### src/rtl/npss_pkg.sv
`timescale 1ns / 1ps
// ----------------------------------------------------------------------------
// npss_pkg: shared constants and types of the nine-point stencil sweep
// register indexes, mode codes, configuration and job words, saturation
// ----------------------------------------------------------------------------
package npss_pkg;

    localparam int MAX_ROW_LENGTH = 1024;
    localparam int VALUE_BITS     = 32;
    localparam int FRAC_BITS      = 16;
    localparam int TAPS           = 9;
    localparam int CENTRE_TAP     = 4;
    localparam int ROW_COUNT_MAX  = 4096;
    localparam int JOB_QUEUE_DEPTH = 2;

    localparam int ROW_W      = 12;
    localparam int COL_W      = 10;
    localparam int LEN_W      = 11;
    localparam int CNT_W      = 13;
    localparam int MODE_W     = 2;
    localparam int OMEGA_W    = 18;
    localparam int TOL_W      = 16;
    localparam int CFG_IDX_W  = 3;
    localparam int CFG_DATA_W = 32;

    // accumulator holds nine products plus the right-hand side
    localparam int ACC_W = 2 * VALUE_BITS - FRAC_BITS + 4;

    localparam logic [CFG_IDX_W-1:0] REG_MODE       = 3'd0;
    localparam logic [CFG_IDX_W-1:0] REG_ROW_LENGTH = 3'd1;
    localparam logic [CFG_IDX_W-1:0] REG_ROW_COUNT  = 3'd2;
    localparam logic [CFG_IDX_W-1:0] REG_OMEGA      = 3'd3;
    localparam logic [CFG_IDX_W-1:0] REG_DIAG_TOL   = 3'd4;

    localparam logic [MODE_W-1:0] MODE_AX     = 2'd0;
    localparam logic [MODE_W-1:0] MODE_RESID  = 2'd1;
    localparam logic [MODE_W-1:0] MODE_JACOBI = 2'd2;

    localparam logic [MODE_W-1:0]  RST_MODE       = MODE_RESID;
    localparam logic [LEN_W-1:0]   RST_ROW_LENGTH = 11'd1024;
    localparam logic [CNT_W-1:0]   RST_ROW_COUNT  = 13'd1024;
    localparam logic [OMEGA_W-1:0] RST_OMEGA      = 18'd65536;
    localparam logic [TOL_W-1:0]   RST_DIAG_TOL   = 16'd1;

    typedef struct packed {
        logic [MODE_W-1:0]  mode;
        logic [LEN_W-1:0]   row_length;
        logic [CNT_W-1:0]   row_count;
        logic [OMEGA_W-1:0] omega;
        logic [TOL_W-1:0]   diag_tol;
    } cfg_t;

    typedef struct packed {
        logic [TAPS-1:0][VALUE_BITS-1:0] win;
        logic [TAPS-1:0][VALUE_BITS-1:0] coef;
        logic [VALUE_BITS-1:0]           rhs;
        logic [ROW_W-1:0]                row;
        logic [COL_W-1:0]                col;
        logic                            last;
    } job_t;

    localparam logic signed [ACC_W-1:0] SAT_HI =
        {{(ACC_W-VALUE_BITS+1){1'b0}}, {(VALUE_BITS-1){1'b1}}};
    localparam logic signed [ACC_W-1:0] SAT_LO =
        {{(ACC_W-VALUE_BITS+1){1'b1}}, {(VALUE_BITS-1){1'b0}}};

    function automatic logic [VALUE_BITS-1:0] sat_val(input logic signed [ACC_W-1:0] v);
        logic [VALUE_BITS-1:0] r;
        if (v > SAT_HI)
            r = SAT_HI[VALUE_BITS-1:0];
        else if (v < SAT_LO)
            r = SAT_LO[VALUE_BITS-1:0];
        else
            r = v[VALUE_BITS-1:0];
        return r;
    endfunction

endpackage

### src/rtl/npss_queue.sv
`timescale 1ns / 1ps
// ----------------------------------------------------------------------------
// npss_queue: short job queue between front and back
// two entries, first in first out
// ----------------------------------------------------------------------------
module npss_queue (
    input  logic           clk,
    input  logic           rst_n,
    input  logic           push,
    input  npss_pkg::job_t push_job,
    output logic           full,
    input  logic           pop,
    output logic           empty,
    output npss_pkg::job_t pop_job
);

    localparam int DEPTH = npss_pkg::JOB_QUEUE_DEPTH;
    localparam int PW    = $clog2(DEPTH);
    localparam int CNTW  = $clog2(DEPTH + 1);

    npss_pkg::job_t entry_reg [DEPTH];
    logic [PW-1:0]   wr_ptr_reg, rd_ptr_reg;
    logic [CNTW-1:0] count_reg;

    assign full    = (count_reg == CNTW'(DEPTH));
    assign empty   = (count_reg == '0);
    assign pop_job = entry_reg[rd_ptr_reg];

    always_ff @(posedge clk)
    begin
        if (push)
            entry_reg[wr_ptr_reg] <= push_job;
    end

    always_ff @(posedge clk or negedge rst_n)
    begin
        if (!rst_n)
        begin
            wr_ptr_reg <= '0;
            rd_ptr_reg <= '0;
            count_reg  <= '0;
        end
        else
        begin
            if (push)
                wr_ptr_reg <= wr_ptr_reg + PW'(1);
            if (pop)
                rd_ptr_reg <= rd_ptr_reg + PW'(1);
            if (push && !pop)
                count_reg <= count_reg + CNTW'(1);
            else if (pop && !push)
                count_reg <= count_reg - CNTW'(1);
        end
    end

    a_no_push_when_full: assert property (@(posedge clk) disable iff (!rst_n)
        push |-> (!full || pop))
        else $error("job pushed into a full queue");

    a_no_pop_when_empty: assert property (@(posedge clk) disable iff (!rst_n)
        pop |-> !empty)
        else $error("job popped from an empty queue");

endmodule

### config.mk
export PLATFORM = sky130hd
export DESIGN_NAME = npss_queue
export DESIGN_NICKNAME = d
export VERILOG_FILES = /design/src/rtl/npss_pkg.sv /design/src/rtl/npss_queue.sv
export SDC_FILE = /design/constraint.sdc
export NUM_CORES = 1
export LEC_CHECK = 0
export ABC_AREA = 1
export BUFFER_PORTS_ARGS = -buffer_cell sky130_fd_sc_hd__clkbuf_2
export CAP_MARGIN = 15
export CORE_AREA = 2 2 500 502
export CTS_BUF_LIST = sky130_fd_sc_hd__clkbuf_4 sky130_fd_sc_hd__clkbuf_8 sky130_fd_sc_hd__clkbuf_16
export DETAILED_ROUTE_END_ITERATION = 12
export DIE_AREA = 0 0 502 504
export HOLD_SLACK_MARGIN = 0.08
export SLEW_MARGIN = 20
export SYNTH_ARGS = -nofsm -noshare
export SYNTH_HDL_FRONTEND = slang
export SYNTH_SLANG_ARGS = --single-unit
### constraint.sdc
create_clock -name clk -period 39.4 [get_ports clk]
set_clock_uncertainty 0.2 [all_clocks]
set_input_delay 5.91 -clock clk [delete_from_list [all_inputs] [get_ports clk]]
set_output_delay 5.91 -clock clk [all_outputs]
set_load 0.005 [all_outputs]
* Word-level counts from Yosys, hierarchy flattened
Memories as Yosys holds them, arrays and structs flattened.
Index checks and enable logic that the tools add are counted.
** Storage, ports and cells
- Flip-flop bits (word level) :: 4
- Bits in writable memories :: 1262
- Input port bits :: 635
- Word-level logic and storage cells :: 19
- Memories :: 1
** Cells by class
- Add/sub/neg operators :: 4
- Equal/unequal tests :: 1
- Muxes and demuxes :: 4
- Reductions and logical operators :: 6
** Memories
- entry_reg :: depth 2, width 631, read ports 1, clocked after Yosys merged registers in 0, write ports 1, line npss_queue.sv:21 : npss_pkg::job_t entry_reg [DEPTH];
** Operators with widths (number)
- $mux 2 :: 2
- $add 1x1->1 const B :: 2
- $add 2x1->2 const B :: 1
- $eq 2x2->1 const B :: 1
- $logic_and 1x1->1 :: 2
- $logic_not 1->1 :: 2
- $logic_not 2->1 :: 1
- $mux 1 :: 2
- $reduce_bool 2->1 :: 1
- $sub 2x1->2 const B :: 1

* Logic depth before layout (Yosys ltp)
- Depth in word-level cells :: 4
- Gate-level depth with buffers :: 7
- Depth with buffers taken out :: 7

* Worst setup path before layout
Ideal clock, no wire load.
- Path kind :: input to register
- Start :: in push
- End :: mem entry_reg[0][0] (netlist name) (enable)
- Setup time :: 1660 ps
- Arrival time :: 32287 ps
- Data required time :: 37540 ps
- Path slack :: 5253 ps
- Stages on the path :: 2
- Buffers on the path :: 0
- Cell sequence :: inv_1 > nor2_1
** Between the ends
- Cells in the longest elaborated chain, start to end :: 2
** Ends and longest elaborated chain
- from (decl) :: line npss_queue.sv:9 : input logic push,
- $mux 1 :: line npss_queue.sv:31 : if (push)
- $mux 1 (implied by the code) :: line npss_queue.sv:32 : entry_reg[wr_ptr_reg] <= push_job;
- to (decl) :: line npss_queue.sv:21
No other way between the ends.

==> impl_summary.log <==
[metrics] max FFs per register: 1262
[metrics] gp weighted congestion: 0.987
[metrics] post-synthesis cell area: 47700 µm²
[metrics] die boundary width: 502 µm
[metrics] tightest hold margin: 0.300 ns
[metrics] Hold Buf Count CTS: 0
[metrics] min setup slack post-route: 26.89 ns
[metrics] average detailed-routed wire length per instance: 24.0 µm
[metrics] total power density per cell area: 73.3 nW/µm²
[metrics] number of buffers created by CTS: 147
[metrics] crit end category: primary output
[metrics] clock network latency to the later pin of the worst-skew pair: 0.80 ns
[metrics] number of resized instances in the post-cts repair step: 0
[metrics] Cell variety after synth: 15
[metrics] register area share after synthesis: 79.7%
[metrics] post-layout min period: 12.51 ns
[metrics] synthesis warning total: 0
[metrics] Final Net Count: 4004
[metrics] critical path peak fanout: 59
[metrics] initial core utilization: 19.3%
[metrics] Clock transition at path regs: 0.06 ns
[metrics] synthesized netlist cell count: 1988
[metrics] share of the core filled with cells: 25.4%
[metrics] height of the die: 504 µm
[metrics] result of the run: finished clean
[metrics] Core ar.: 248000 µm²
[metrics] Leakage: 24.4 nW
[metrics] tightest slew margin relative to the limit: 31.4%
[metrics] setup slack at placement: 27.60 ns
[metrics] clock sink total: 1266
[metrics] net switching share of the total power: 29.7%
[metrics] CTS tree: yes
[metrics] share of total power in the clock network: 30.1%
[metrics] Arrival @ worst endpoint: 6.40 ns
[metrics] share of power burned in registers: 40.4%
[metrics] synthesized area per cell: 24.0 µm²
[metrics] total of buffers placed on input and output ports: 1267
[metrics] crit-path most repeated cell: buf_4
[metrics] cell with the biggest individual delay on the critical path: dfrtp_4
[metrics] post-CTS setup buffer count: 0
[metrics] number of flip-flops and latches in the synthesized netlist: 1266
[metrics] fraction of final layout cells with drive strength greater than 1: 62.5%
[metrics] CP bufs+invs: 6
[metrics] cell family with most CP delay: buffers and inverters
[metrics] final setup fails: 0
[metrics] worst hold-check path type: flop to flop
[metrics] Synth Net Count: 2624
[metrics] via count of the first global-routing pass: 25500
[metrics] internal portion of total power: 0.00324 W
[metrics] pin count of the biggest net entering global routing: 90
[metrics] most common cell after layout, fill and taps aside: clkbuf_2
[metrics] synth-to-layout area growth: 31.9%
[metrics] critical path's largest stage delay: 0.97 ns
[metrics] first drt pass iteration count: 5
[metrics] boundary pin count: 1268
[metrics] wire length of the first global-routing pass: 217000 µm
[metrics] wire length reported by the detailed router: 165000 µm
[metrics] Via Count: 25000
[metrics] DRC Markers: 0
[metrics] f_max: 79.9 MHz
[metrics] GRT Util Overall: 12.5%
[metrics] DIE AREA: 253000 µm²
[metrics] Max Buffers Root-to-Sink: 3
[metrics] commonest cells after routing, fill and taps aside: clkbuf_2, edfxtp_1, mux2_4, mux2_2, clkbuf_16
[metrics] type of element launching the critical path: flop
[metrics] vias per inst: 3.64
[metrics] count of standard-cell rows: 183
[metrics] final sum of negative setup slack: 0 ns
[metrics] Worst Tran Pin Value: 1.03 ns
[metrics] depth of the CTS H-tree: 4
[metrics] final worst path period share: 31.8%
[metrics] number of max-slew violations in the final report: 0
[metrics] Final Hold Vio Count: 0
[metrics] Fill cells: 25200
[metrics] number of DRC markers after the initial detailed-route iteration: 1739
[metrics] sum of net half-perimeters after detailed placement: 129000 µm
[metrics] area used by sequential logic in the layout: 38000 µm²
[metrics] area occupied by multi-input gates: 8990 µm²
[metrics] maximum vdd ir drop: 51.1 µV
[metrics] # Max-Cap Violations: 0
[metrics] cells along the critical path: buf_4, buf_4, buf_4, buf_4, buf_4, mux2_4, clkbuf_2
[metrics] Switching Power: 0.00137 W
[metrics] Worst EP required: 33.29 ns
[metrics] Remaining Overflow, GRT: 0
[metrics] combinational group share of total power: 29.6%
[metrics] clk root buf: clkbuf_16
[metrics] classification of the worst setup path: flop to primary output
[metrics] remaining antenna violation count after routing: 0
[metrics] initial antenna violation count: 142
[metrics] RSZ-0062 raised after global routing: no
-- layer usage --
metal / GRT usage, % / vias up / part of all wire, %
li1: - / 10800 / -
met1: 13.4 / 12400 / 35
met2: 20.1 / 1365 / 46
met3: 7.13 / 387 / 14
met4: 5.20 / 68 / 4.0
met5: 0 / - / 0.26
-- logic make-up (layout without fill, tap and decap cells) --
kind of cell  Yosys count  count (layout)  share of synthesized area (%)
mux                   631             631                           18.7
simple gates           10              10                         0.0866
flops                1266            1266                           79.7
buf+inv                77            1570                           1.49
other cells             0              48                              0
xor+xnor                3               3                         0.0551
fa+ha+maj               1               1                         0.0262
-- power groups by stage --
| stage | combinational [W] | sequential (W) | clock [W] |
|---|---|---|---|
| detailed placement | 0.00140 | 0.00189 | 0 |
| floorplan | 0.000818 | 0.00210 | 0 |
| global route | 0.00145 | 0.00188 | 0.00148 |
| finish | 0.00136 | 0.00186 | 0.00139 |
| global placement | 0.00139 | 0.00188 | 0 |
| CTS | 0.00140 | 0.00186 | 0.00144 |
-- worst min-delay path, delay by kind of cell, from the launching register on --
family	cells	cell delay [ns]
DFF	1	0.36
and+or+nand+nor	2	0.10
-- area by class of cell --
type | instances | share of cell area (%)
Antenna cell | 48 | 0.191
Clock buffer | 183 | 6.36
Clock inverter | 79 | 1.56
Inverter | 7 | 0.0537
Multi-Input combinational cell | 645 | 14.3
Sequential cell | 1266 | 60.4
Tap cell | 3330 | 6.62
Timing Repair Buffer | 1301 | 10.5
-- stage by stage --
step	total power (W)	instances	cell area, µm²
6_report	0.00461	6859	62900
5_1_grt	0.00482	6834	62800
4_1_cts	0.00470	6811	62800
3_5_place_dp	0.00329	6549	57800
3_3_place_gp	0.00328	6549	57800
2_1_floorplan	0.00292	1988	47700
-- synthesized netlist by cell type (all sizes together) --
cell    count  area, µm²
edfxtp   1262      37900
mux2      631       8910
buf        70        684
inv         7       26.3
nand2       5       18.8
dfrtp       4        100
nor2        3       11.3
xor2        2       17.5
ha          1       12.5
nand3       1       5.00
nand4       1       6.26
xnor2       1       8.76
-- worst paths after layout --
check                      slack, ns                 to         start  cells after the start
min in group asynchronous       4.71         wr_ptr_reg         rst_n                      1
min reg2reg                     0.30       count_reg[1]  count_reg[1]                      2
max                            26.89       pop_job[513]    rd_ptr_reg                      7
min                             0.30       count_reg[1]  count_reg[1]                      2
max in group asynchronous      34.15         rd_ptr_reg         rst_n                      1
max reg2reg                    33.86  entry_reg[0][432]    wr_ptr_reg                      6
Power figures use the tool's default switching activity.
